<file path="config.mk">
export PLATFORM = sky130hd
export DESIGN_NAME = indexed_doubly_linked_list_unit
export DESIGN_NICKNAME = d
export VERILOG_FILES = /design/src/hw/rtl/idll_pkg.sv /design/src/hw/rtl/indexed_doubly_linked_list_unit.sv
export SDC_FILE = /design/constraint.sdc
export NUM_CORES = 2
export LEC_CHECK = 0
export ABC_CLOCK_PERIOD_IN_PS = 14600
export BUFFER_PORTS_ARGS = -buffer_cell sky130_fd_sc_hd__buf_2
export CAP_MARGIN = 0
export CORE_ASPECT_RATIO = 0.6
export CORE_MARGIN = 5
export CORE_UTILIZATION = 55
export DETAILED_ROUTE_END_ITERATION = 8
export GPL_TIMING_DRIVEN = 0
export HOLD_SLACK_MARGIN = 0.15
export PLACE_DENSITY = 0.69
export SLEW_MARGIN = 20
export SYNTH_ARGS = -nofsm -noshare
export SYNTH_HDL_FRONTEND = slang
export SYNTH_SLANG_ARGS = --single-unit
</file>
<file path="constraint.sdc">
create_clock -name clk_i -period 14.6 [get_ports clk_i]
set_input_delay 1.46 -clock clk_i [delete_from_list [all_inputs] [get_ports clk_i]]
set_output_delay 1.46 -clock clk_i [all_outputs]
set_load 0.02 [all_outputs]
</file>
<file path="src/hw/rtl/idll_pkg.sv">
// Package for the indexed doubly linked list unit: payload types, codes and the microcode ROM.
package idll_pkg;

  // Default pool size, sentinels included
  localparam int unsigned CAPACITY_DEF = 64;

  // Sentinel node indices
  localparam int unsigned HEAD_NODE = 0;
  localparam int unsigned TAIL_NODE = 1;
  localparam int unsigned FIRST_FREE = 2;

  // Request kinds
  localparam logic [2:0] KIND_INS_RIGHT = 3'd0;
  localparam logic [2:0] KIND_INS_LEFT  = 3'd1;
  localparam logic [2:0] KIND_INS_HEAD  = 3'd2;
  localparam logic [2:0] KIND_INS_TAIL  = 3'd3;
  localparam logic [2:0] KIND_REMOVE    = 3'd4;
  localparam logic [2:0] KIND_CLEAR     = 3'd5;
  localparam logic [2:0] KIND_WALK      = 3'd6;

  // Result status codes
  localparam logic [1:0] ST_OK       = 2'd0;
  localparam logic [1:0] ST_FULL     = 2'd1;
  localparam logic [1:0] ST_BAD_NODE = 2'd2;

  typedef struct packed {
    logic [2:0]         kind;
    logic [5:0]         node_index;
    logic signed [31:0] value;
  } idll_req_t;

  typedef struct packed {
    logic [1:0]         status;
    logic [5:0]         new_index;
    logic signed [31:0] item_value;
    logic               list_empty;
    logic               last;
  } idll_rsp_t;

  // Microcode program counter width and step addresses
  localparam int unsigned UPC_W = 5;

  localparam logic [UPC_W-1:0] UA_IR0  = 5'd0;
  localparam logic [UPC_W-1:0] UA_IR1  = 5'd1;
  localparam logic [UPC_W-1:0] UA_IL0  = 5'd2;
  localparam logic [UPC_W-1:0] UA_IL1  = 5'd3;
  localparam logic [UPC_W-1:0] UA_IL2  = 5'd4;
  localparam logic [UPC_W-1:0] UA_IL3  = 5'd5;
  localparam logic [UPC_W-1:0] UA_IH0  = 5'd6;
  localparam logic [UPC_W-1:0] UA_IH1  = 5'd7;
  localparam logic [UPC_W-1:0] UA_IT0  = 5'd8;
  localparam logic [UPC_W-1:0] UA_IT1  = 5'd9;
  localparam logic [UPC_W-1:0] UA_INW  = 5'd10;
  localparam logic [UPC_W-1:0] UA_INL  = 5'd11;
  localparam logic [UPC_W-1:0] UA_RM0  = 5'd12;
  localparam logic [UPC_W-1:0] UA_RM1  = 5'd13;
  localparam logic [UPC_W-1:0] UA_RM2  = 5'd14;
  localparam logic [UPC_W-1:0] UA_CL0  = 5'd15;
  localparam logic [UPC_W-1:0] UA_WK0  = 5'd16;
  localparam logic [UPC_W-1:0] UA_WK1  = 5'd17;
  localparam logic [UPC_W-1:0] UA_WK2  = 5'd18;
  localparam logic [UPC_W-1:0] UA_BAD  = 5'd19;

  // Read address source
  typedef enum logic [2:0] {
    RD_NONE, RD_K, RD_A, RD_HEAD, RD_TAILP, RD_NEXT
  } rd_src_e;

  // Left neighbor register source
  typedef enum logic [2:0] {
    A_KEEP, A_K, A_HEAD, A_PREV, A_TAILP
  } a_src_e;

  // Guard evaluated in a step; a failing guard answers and ends the request
  typedef enum logic [2:0] {
    CHK_NONE, CHK_RIGHT, CHK_LEFT, CHK_INS, CHK_REMOVE, CHK_EMPTY, CHK_BAD
  } chk_e;

  typedef enum logic [1:0] {
    EM_NONE, EM_OK, EM_NEW, EM_WALK
  } emit_e;

  typedef enum logic [1:0] {
    NX_SEQ, NX_JMP, NX_END, NX_WALK
  } nxt_e;

  typedef struct packed {
    rd_src_e          rd;
    a_src_e           a_ld;
    logic             b_ld;
    chk_e             chk;
    logic             wr_new;
    logic             wr_ins;
    logic             wr_rem;
    logic             clr;
    emit_e            emit;
    nxt_e             nxt;
    logic [UPC_W-1:0] tgt;
  } ucw_t;

  localparam ucw_t UCW_NOP = '{
    rd: RD_NONE, a_ld: A_KEEP, b_ld: 1'b0, chk: CHK_NONE, wr_new: 1'b0,
    wr_ins: 1'b0, wr_rem: 1'b0, clr: 1'b0, emit: EM_NONE, nxt: NX_SEQ,
    tgt: '0
  };

  // Program entry for each request kind
  function automatic logic [UPC_W-1:0] entry(logic [2:0] kind);
    logic [UPC_W-1:0] ua;
    unique case (kind)
      KIND_INS_RIGHT: ua = UA_IR0;
      KIND_INS_LEFT:  ua = UA_IL0;
      KIND_INS_HEAD:  ua = UA_IH0;
      KIND_INS_TAIL:  ua = UA_IT0;
      KIND_REMOVE:    ua = UA_RM0;
      KIND_CLEAR:     ua = UA_CL0;
      KIND_WALK:      ua = UA_WK0;
      default:        ua = UA_BAD;
    endcase
    return ua;
  endfunction

  // Microcode ROM
  function automatic ucw_t ucode(logic [UPC_W-1:0] upc);
    ucw_t cw;
    cw = UCW_NOP;
    unique case (upc)
      // insert right of node: read reference, check, take its successor
      UA_IR0: begin cw.rd = RD_K; cw.a_ld = A_K; end
      UA_IR1: begin cw.chk = CHK_RIGHT; cw.b_ld = 1'b1; cw.nxt = NX_JMP; cw.tgt = UA_INW; end
      // insert left of node: predecessor becomes the left neighbor
      UA_IL0: begin cw.rd = RD_K; end
      UA_IL1: begin cw.chk = CHK_LEFT; cw.a_ld = A_PREV; end
      UA_IL2: begin cw.rd = RD_A; end
      UA_IL3: begin cw.b_ld = 1'b1; cw.nxt = NX_JMP; cw.tgt = UA_INW; end
      // insert at head
      UA_IH0: begin cw.rd = RD_HEAD; cw.a_ld = A_HEAD; end
      UA_IH1: begin cw.chk = CHK_INS; cw.b_ld = 1'b1; cw.nxt = NX_JMP; cw.tgt = UA_INW; end
      // insert at tail
      UA_IT0: begin cw.rd = RD_TAILP; cw.a_ld = A_TAILP; end
      UA_IT1: begin cw.chk = CHK_INS; cw.b_ld = 1'b1; cw.nxt = NX_JMP; cw.tgt = UA_INW; end
      // shared insert tail: fill new node, then splice it in
      UA_INW: begin cw.wr_new = 1'b1; end
      UA_INL: begin cw.wr_ins = 1'b1; cw.emit = EM_NEW; cw.nxt = NX_END; end
      // remove
      UA_RM0: begin cw.rd = RD_K; end
      UA_RM1: begin cw.chk = CHK_REMOVE; cw.a_ld = A_PREV; cw.b_ld = 1'b1; end
      UA_RM2: begin cw.wr_rem = 1'b1; cw.emit = EM_OK; cw.nxt = NX_END; end
      // clear
      UA_CL0: begin cw.clr = 1'b1; cw.emit = EM_OK; cw.nxt = NX_END; end
      // walk: read head, then one node per step
      UA_WK0: begin cw.rd = RD_HEAD; end
      UA_WK1: begin cw.chk = CHK_EMPTY; cw.rd = RD_NEXT; end
      UA_WK2: begin cw.rd = RD_NEXT; cw.emit = EM_WALK; cw.nxt = NX_WALK; end
      // unused kind
      UA_BAD: begin cw.chk = CHK_BAD; cw.nxt = NX_END; end
      default: begin cw.chk = CHK_BAD; cw.nxt = NX_END; end
    endcase
    return cw;
  endfunction

endpackage

</file>
<file path="src/hw/rtl/indexed_doubly_linked_list_unit.sv">
// Indexed doubly linked list unit: microcoded sequencer over link and value memories.
//
// Holds a doubly linked list of up to CAPACITY-2 values in index memories,
// with node 0 as head sentinel and node 1 as tail sentinel. An accepted
// request then runs a short microprogram, one control word per cycle, with
// at most one read of the memories per step: insert right, head or tail
// 4 steps, insert left 6, remove 3, clear 1, an unused kind 1, walk 2 steps
// plus one per stored node (one result per node). A failed
// check ends the request at the step that makes it. The unit takes the next
// request in the cycle after the last step of the current one; a result
// waits in an output register, and a step that must emit holds while that
// register is full and stalled. Indices are handed out upward from 2 and
// come back only on a clear; a full pool answers status 1, a bad or
// unlinked reference answers status 2 and leaves the list unchanged.
module indexed_doubly_linked_list_unit #(
  parameter int unsigned CAPACITY = idll_pkg::CAPACITY_DEF
) (
  input  logic                clk_i,
  input  logic                rst_ni,
  input  logic                in_valid_i,
  output logic                in_stall_o,
  input  idll_pkg::idll_req_t in_req_i,
  output logic                out_valid_o,
  input  logic                out_stall_i,
  output idll_pkg::idll_rsp_t out_rsp_o
);
  import idll_pkg::*;

  localparam int unsigned IW = $clog2(CAPACITY);
  localparam int unsigned FW = $clog2(CAPACITY + 1);
  localparam int unsigned CW = (FW > 6) ? FW : 6;

  localparam logic [IW-1:0] HEAD_IX = IW'(HEAD_NODE);
  localparam logic [IW-1:0] TAIL_IX = IW'(TAIL_NODE);

  // Sequencer and request registers
  logic             busy_q;
  logic [UPC_W-1:0] upc_q;
  logic [5:0]       k_q;
  logic signed [31:0] val_q;
  logic [IW-1:0]    a_q;
  logic [IW-1:0]    b_q;

  // List state outside the memories
  logic [IW-1:0] head_next_q;
  logic [IW-1:0] tail_prev_q;
  logic [FW-1:0] next_free_q;

  // Memories and their registered read data
  logic signed [31:0] value_mem_q [CAPACITY];
  logic [IW-1:0]      next_mem_q  [CAPACITY];
  logic [IW-1:0]      prev_mem_q  [CAPACITY];
  logic               flag_mem_q  [CAPACITY];

  logic signed [31:0] value_rd_q;
  logic [IW-1:0]      next_rd_q;
  logic [IW-1:0]      prev_rd_q;
  logic               flag_rd_q;
  logic [IW-1:0]      rd_addr_q;

  // Output register
  logic      out_valid_q;
  idll_rsp_t out_q;

  // Control and datapath signals
  ucw_t          cw;
  logic [IW-1:0] n_idx;
  logic [IW-1:0] rd_next;
  logic [IW-1:0] rd_prev;
  logic [IW-1:0] rd_addr;
  logic          rd_en;
  logic          k_linked;
  logic          pool_full;
  logic          walk_last;
  logic          fail;
  logic [1:0]    fail_status;
  logic          fail_empty;
  logic          emit_v;
  logic          out_free;
  logic          adv;
  logic          step_go;
  logic          done;
  idll_rsp_t     rsp_d;
  logic          in_acc;

  assign cw       = ucode(upc_q);
  assign n_idx    = next_free_q[IW-1:0];
  assign rd_next  = (rd_addr_q == HEAD_IX) ? head_next_q : next_rd_q;
  assign rd_prev  = (rd_addr_q == TAIL_IX) ? tail_prev_q : prev_rd_q;
  assign k_linked = (k_q >= 6'(FIRST_FREE)) && (CW'(k_q) < CW'(next_free_q)) && flag_rd_q;
  assign pool_full = (next_free_q == FW'(CAPACITY));
  assign walk_last = (rd_next == TAIL_IX);
  assign out_free  = !out_valid_q || !out_stall_i;
  assign in_acc    = in_valid_i && !busy_q;

  // Evaluate the step guard
  always_comb begin
    fail        = 1'b0;
    fail_status = ST_OK;
    fail_empty  = 1'b0;
    unique case (cw.chk)
      CHK_NONE: ;
      CHK_RIGHT: begin
        if (!(k_q == 6'(HEAD_NODE) || k_linked)) begin
          fail = 1'b1;
          fail_status = ST_BAD_NODE;
        end else if (pool_full) begin
          fail = 1'b1;
          fail_status = ST_FULL;
        end
      end
      CHK_LEFT: begin
        if (!(k_q == 6'(TAIL_NODE) || k_linked)) begin
          fail = 1'b1;
          fail_status = ST_BAD_NODE;
        end else if (pool_full) begin
          fail = 1'b1;
          fail_status = ST_FULL;
        end
      end
      CHK_INS: begin
        fail = pool_full;
        fail_status = ST_FULL;
      end
      CHK_REMOVE: begin
        fail = !k_linked;
        fail_status = ST_BAD_NODE;
      end
      CHK_EMPTY: begin
        fail = walk_last;
        fail_empty = 1'b1;
      end
      CHK_BAD: begin
        fail = 1'b1;
        fail_status = ST_BAD_NODE;
      end
      default: ;
    endcase
  end

  // Step advance and request completion
  always_comb begin
    emit_v  = (cw.emit != EM_NONE) || fail;
    adv     = busy_q && (!emit_v || out_free);
    step_go = adv && !fail;
    done    = fail || (cw.nxt == NX_END) || ((cw.nxt == NX_WALK) && walk_last);
  end

  // Build the result
  always_comb begin
    rsp_d = '0;
    if (fail) begin
      rsp_d.status     = fail_status;
      rsp_d.list_empty = fail_empty;
      rsp_d.last       = 1'b1;
    end else begin
      unique case (cw.emit)
        EM_NONE: ;
        EM_OK:   rsp_d.last = 1'b1;
        EM_NEW: begin
          rsp_d.new_index = 6'(n_idx);
          rsp_d.last      = 1'b1;
        end
        EM_WALK: begin
          rsp_d.item_value = value_rd_q;
          rsp_d.last       = walk_last;
        end
        default: ;
      endcase
    end
  end

  // Select the read address
  always_comb begin
    rd_en   = step_go && (cw.rd != RD_NONE);
    rd_addr = HEAD_IX;
    unique case (cw.rd)
      RD_NONE:  rd_addr = HEAD_IX;
      RD_K:     rd_addr = IW'(k_q);
      RD_A:     rd_addr = a_q;
      RD_HEAD:  rd_addr = HEAD_IX;
      RD_TAILP: rd_addr = tail_prev_q;
      RD_NEXT:  rd_addr = rd_next;
      default:  rd_addr = HEAD_IX;
    endcase
  end

  // Sequencer: accept a request, step the program, drop busy at the end
  always_ff @(posedge clk_i or negedge rst_ni) begin
    if (!rst_ni) begin
      busy_q <= 1'b0;
      upc_q  <= UA_BAD;
    end else if (in_acc) begin
      busy_q <= 1'b1;
      upc_q  <= entry(in_req_i.kind);
    end else if (adv) begin
      if (done) begin
        busy_q <= 1'b0;
      end else if (cw.nxt == NX_JMP) begin
        upc_q <= cw.tgt;
      end else if (cw.nxt == NX_SEQ) begin
        upc_q <= upc_q + UPC_W'(1);
      end
    end
  end

  // Hold the request fields
  always_ff @(posedge clk_i) begin
    if (in_acc) begin
      k_q    <= in_req_i.node_index;
      val_q  <= in_req_i.value;
    end
  end

  // Load the neighbor registers
  always_ff @(posedge clk_i) begin
    if (step_go) begin
      unique case (cw.a_ld)
        A_KEEP:  ;
        A_K:     a_q <= IW'(k_q);
        A_HEAD:  a_q <= HEAD_IX;
        A_PREV:  a_q <= rd_prev;
        A_TAILP: a_q <= tail_prev_q;
        default: ;
      endcase
      if (cw.b_ld) begin
        b_q <= rd_next;
      end
    end
  end

  // Sentinel links and allocation pointer
  always_ff @(posedge clk_i or negedge rst_ni) begin
    if (!rst_ni) begin
      head_next_q <= TAIL_IX;
      tail_prev_q <= HEAD_IX;
      next_free_q <= FW'(FIRST_FREE);
    end else if (step_go) begin
      if (cw.clr) begin
        head_next_q <= TAIL_IX;
        tail_prev_q <= HEAD_IX;
        next_free_q <= FW'(FIRST_FREE);
      end
      if (cw.wr_ins) begin
        if (a_q == HEAD_IX) begin
          head_next_q <= n_idx;
        end
        if (b_q == TAIL_IX) begin
          tail_prev_q <= n_idx;
        end
        next_free_q <= next_free_q + FW'(1);
      end
      if (cw.wr_rem) begin
        if (a_q == HEAD_IX) begin
          head_next_q <= b_q;
        end
        if (b_q == TAIL_IX) begin
          tail_prev_q <= a_q;
        end
      end
    end
  end

  // Registered reads of all memories at one address
  always_ff @(posedge clk_i) begin
    if (rd_en) begin
      value_rd_q <= value_mem_q[rd_addr];
      next_rd_q  <= next_mem_q[rd_addr];
      prev_rd_q  <= prev_mem_q[rd_addr];
      flag_rd_q  <= flag_mem_q[rd_addr];
      rd_addr_q  <= rd_addr;
    end
  end

  // Value memory: written when a node is filled
  always_ff @(posedge clk_i) begin
    if (step_go && cw.wr_new) begin
      value_mem_q[n_idx] <= val_q;
    end
  end

  // Next-link memory
  always_ff @(posedge clk_i) begin
    if (step_go) begin
      if (cw.wr_new) begin
        next_mem_q[n_idx] <= b_q;
      end else if (cw.wr_ins && a_q != HEAD_IX) begin
        next_mem_q[a_q] <= n_idx;
      end else if (cw.wr_rem && a_q != HEAD_IX) begin
        next_mem_q[a_q] <= b_q;
      end
    end
  end

  // Prev-link memory
  always_ff @(posedge clk_i) begin
    if (step_go) begin
      if (cw.wr_new) begin
        prev_mem_q[n_idx] <= a_q;
      end else if (cw.wr_ins && b_q != TAIL_IX) begin
        prev_mem_q[b_q] <= n_idx;
      end else if (cw.wr_rem && b_q != TAIL_IX) begin
        prev_mem_q[b_q] <= a_q;
      end
    end
  end

  // Linked-flag memory; entries at or above next_free are ignored
  always_ff @(posedge clk_i) begin
    if (step_go) begin
      if (cw.wr_new) begin
        flag_mem_q[n_idx] <= 1'b1;
      end else if (cw.wr_rem) begin
        flag_mem_q[IW'(k_q)] <= 1'b0;
      end
    end
  end

  // Output register: load on emit, drop when taken
  always_ff @(posedge clk_i or negedge rst_ni) begin
    if (!rst_ni) begin
      out_valid_q <= 1'b0;
    end else if (adv && emit_v) begin
      out_valid_q <= 1'b1;
    end else if (!out_stall_i) begin
      out_valid_q <= 1'b0;
    end
  end

  always_ff @(posedge clk_i) begin
    if (adv && emit_v) begin
      out_q <= rsp_d;
    end
  end

  assign in_stall_o  = busy_q;
  assign out_valid_o = out_valid_q;
  assign out_rsp_o   = out_q;

endmodule
</file>
==> results.md <==
* Run status: finished, violations left
* Violations in the final reports: design-rule violations
* Final count of negative-setup-slack endpoints at 0
* Vertical die dimension at around 370 um
* Total Die Area at 223000 um2
* FMAX at 148 MHz
* Num CTS Buffers at 278
* Initial drt markers at between 10000 and 15000
* CTS sink cnt at 3049
* Count of buffer and inverter cells on the critical path at 3
* Portion of total power attributed to sequential cells at 0.409
* Share of total power in the clock network at 0.283
* CTS HTree Levels at 5
* Post_cts resized at 0
* Worst max-slew margin expressed relative to the limit at 0.183
* Cell breakdown of the critical path: ha_1 > nor2_1 > o21ai_0 > a32oi_1 > nand3_1 > buf_2 > buf_2 > buf_2 > mux4_2 > a22o_1 > nor3_2 > nand4_1
* Vias per Instance at 6.92
* Final total negative setup slack at 0 ns
* Vias after detailed routing at 63505
* Worst Path Max Fanout at 12
* Area of the core at ~210000 um2
* Max-cap check violation count at 0
* Fill count at 13984
* Internal cell power at 17.2 mW
* # placed instances at 8674
* Leakage dissipation at 41.4 nW
* I/O pin cnt at 89
* Critical path launch point type: flop
* Most frequent standard cell in the layout excluding fill and tap cells: sky130_fd_sc_hd__edfxtp_1
* Area Overhead vs Synth at 15.3%
* Critical Path Sink Type: flop
* Routability congestion estimate from global placement at about 0.97
* Crit-path most repeated cell: sky130_fd_sc_hd__buf_2
* Effective utilization at floorplan at 0.553
* Antenna-violating nets left at 0
* Dpl hpwl at 238000 um
* Least-Margin Pin Slew at approximately 1.2 ns
* WL final at 345000 um
* Horizontal extent of the die at just over 600 um
* PwrDens at 189 nW/um2
* Count of distinct cell types in the synthesized netlist at 82
* Number of global-route vias before repair at 60721
* Minimum clock period at 6.74 ns
* FF+latch count, synth at 3049
* Critical path arrival at 7.25 ns
* Max clock buf depth at 4
* Site Rows at 131
* Worst hold path class: flop to flop
* Clock tree from TritonCTS: built
* Layout Skew at 0.0428 ns
* Number of cells produced by synthesis at 5509
* Clock-pin slew reported for the worst setup and hold paths after clock tree synthesis at 0.07 ns
* Number of synthesized flops with an enable pin at 3023
* Cts hold-fix bufs at 0
* Cell area after technology mapping at ~120000 um2
* Crit-path leading delay family: buffers and inverters
* Max IR drop VDD at 135 uV
* Switching component of the power at 8.40 mW
* Most used flip-flop cell after synthesis: sky130_fd_sc_hd__edfxtp_1
* Initial DRT Pass Iterations at 9
* Critical Path RT at 15.11 ns
* Switching power as a share of total power at 0.328
* Highest-count cells in the layout ignoring fill and taps: sky130_fd_sc_hd__edfxtp_1 (3023), sky130_fd_sc_hd__mux4_2 (706), sky130_fd_sc_hd__clkbuf_16 (293), sky130_fd_sc_hd__a22oi_1 (271), sky130_fd_sc_hd__buf_2 (227)
* Post-synthesis sequential area ratio at 0.778
* Number of antenna violations at the first check in global routing at 22
* RSZ-0062 raised after global routing: false
* Residual overflow from global routing at 0
* Part of the total power dissipated in combinational logic at 0.307
* Count of buffers from port buffering at 88
* CTS Root Cell: sky130_fd_sc_hd__clkbuf_16
* Design Area, Final at roughly 140000 um2
* Pin count of the biggest net entering global routing at 66
* Mean instance size in the synthesized netlist at 21.3 um2
* Largest stage delay on the critical path at ~0.85 ns
* Area of the multi-input gates at about 25000 um2
* Post-Synthesis Net Count at roughly 5600
* Number of pins with negative max-slew slack in the final report at 0
* CP max-delay cell: sky130_fd_sc_hd__buf_2
* Routed wire length per instance at 37.6 um
* Detailed-route DRC error count at 1
* Final worst path period share at 0.462
* Layout Cells excl Fill at roughly 9200
* Nets at 6156
* Count of buffers added by post-CTS timing repair for setup at 0
* Wire length of the first global-routing pass at 478000 um
* Area of placed instances at 127000 um2
* Share of cells above drive strength 1 at 0.269
* Overall power consumption at 25.6 mW
* Yosys Warn Count at 0
* Worst-Skew Late Latency at 0.86 ns
* Final number of hold-violating endpoints at 0
* Total routing resource utilization after global routing at 0.308
* Reg area at 91400 um2
* Classification of the worst setup path: flop to flop
* Share of async-settable or async-resettable flops after synthesis at 0.00853
-- layer usage --
| metal | routed length [um] | global-route usage | vias up |
|---|---|---|---|
| met3 | 57400 | 0.134 | 727 |
| met4 | 11300 | 0.0863 | 4 |
| met5 | 53 | 0 | - |
| met2 | 138000 | 0.397 | 4953 |
| li1 | - | - | 24465 |
| met1 | 138000 | 0.479 | 33356 |
-- cell families after synthesis --
kind of cell             count (synthesis)  synth area share
buffers and inverters                  351            0.0131
AND/OR/NAND/NOR                        800            0.0354
XOR/XNOR                                 2          0.000149
adder cells (fa/ha/maj)                 17           0.00179
multiplexers                           723             0.137
flip-flops                            3049             0.778
AO/OA/AOI/OAI                          567            0.0349
-- tightest hold or removal path, cell delays in order, from the launching register on --
cell and delay [ns]:
sky130_fd_sc_hd__dfrtp_1 0.38, sky130_fd_sc_hd__nand2_1 0.06, sky130_fd_sc_hd__o21ai_0 0.06
-- final cells by class --
cell class              instances  share of cell area
diodes                         10            0.000185
plain buffers                 308              0.0103
clock buffers                 355              0.0560
clock inverters               134             0.00894
inverters                      43             0.00121
multi-input cells            2109               0.187
flip-flops and latches       3049               0.675
well taps                    2859              0.0264
repair buffers                306              0.0350
-- registers in the layout, summed over array words and instances (netlist names), 7 cells and up --
register	count
next_mem_q	384
prev_mem_q	384
value_mem_q	2048
next_free_q	7
value_rd_q	32
flag_mem_q	64
val_q	32
out_rsp_o	42
-- per-stage QoR --
step	setup WS [ns]	hold slack, ns	util
after global placement	3.39	0.513	0.572
after CTS	7.86	0.533	0.637
after floorplan	8.48	0.462	-
final	7.86	0.537	0.637
after detailed placement	7.89	0.519	0.596
after global routing	7.62	0.537	0.637
-- synthesized netlist by cell type, types with 4 or more instances --
library cell	count	area, um2
sky130_fd_sc_hd__buf_2	138	691
sky130_fd_sc_hd__a21o_1	10	75.1
sky130_fd_sc_hd__a32oi_1	4	35.0
sky130_fd_sc_hd__mux4_2	706	15900
sky130_fd_sc_hd__ha_1	16	200
sky130_fd_sc_hd__o32ai_1	6	52.6
sky130_fd_sc_hd__dfrtp_1	21	526
sky130_fd_sc_hd__and4_1	45	394
sky130_fd_sc_hd__nand2b_1	11	68.8
sky130_fd_sc_hd__nor2b_1	104	651
sky130_fd_sc_hd__a31oi_1	20	125
sky130_fd_sc_hd__a22oi_1	273	2050
sky130_fd_sc_hd__nand2_1	93	349
sky130_fd_sc_hd__edfxtp_1	3023	90800
sky130_fd_sc_hd__buf_4	11	82.6
sky130_fd_sc_hd__a222oi_1	6	60.1
sky130_fd_sc_hd__inv_1	34	128
sky130_fd_sc_hd__nand4_1	53	332
sky130_fd_sc_hd__nor3_1	73	365
sky130_fd_sc_hd__a41oi_1	6	52.6
sky130_fd_sc_hd__o21ai_1	4	20.0
sky130_fd_sc_hd__and2_1	15	93.8
sky130_fd_sc_hd__and3_1	49	307
sky130_fd_sc_hd__dfstp_2	5	131
sky130_fd_sc_hd__inv_2	6	22.5
sky130_fd_sc_hd__nand3_1	58	290
sky130_fd_sc_hd__o311ai_0	6	52.6
sky130_fd_sc_hd__buf_1	38	143
sky130_fd_sc_hd__clkbuf_1	120	450
sky130_fd_sc_hd__o21ai_0	49	245
sky130_fd_sc_hd__a21oi_1	39	195
sky130_fd_sc_hd__mux2i_1	15	150
sky130_fd_sc_hd__or3_1	4	25.0
sky130_fd_sc_hd__nor2_1	260	976
sky130_fd_sc_hd__a22o_1	45	394
sky130_fd_sc_hd__o22ai_1	62	388
-- worst paths after layout --
path / from / end / slack [ns] / depth (start not counted)
max: upc_q[1] / prev_rd_q[4] / 7.86 / 12
min: head_next_q[2] / head_next_q[2] / 0.54 / 2
max reg2reg: upc_q[1] / prev_rd_q[4] / 7.86 / 12
min reg2reg: head_next_q[2] / head_next_q[2] / 0.54 / 2
max in group asynchronous: rst_ni / out_valid_o / 13.46 / 1
min in group asynchronous: rst_ni / tail_prev_q[1] / 0.66 / 1
-- power by group through the flow --
stage | registers, mW | logic, mW | clock network [mW]
2_1_floorplan | 10.8 | 4.32 | 0
3_3_place_gp | 11.0 | 7.06 | 0
3_5_place_dp | 10.7 | 7.68 | 0
4_1_cts | 10.5 | 7.71 | 7.31
5_1_grt | 10.5 | 8.19 | 7.69
6_report | 10.5 | 7.88 | 7.26
(Power assumes the default switching activity.)
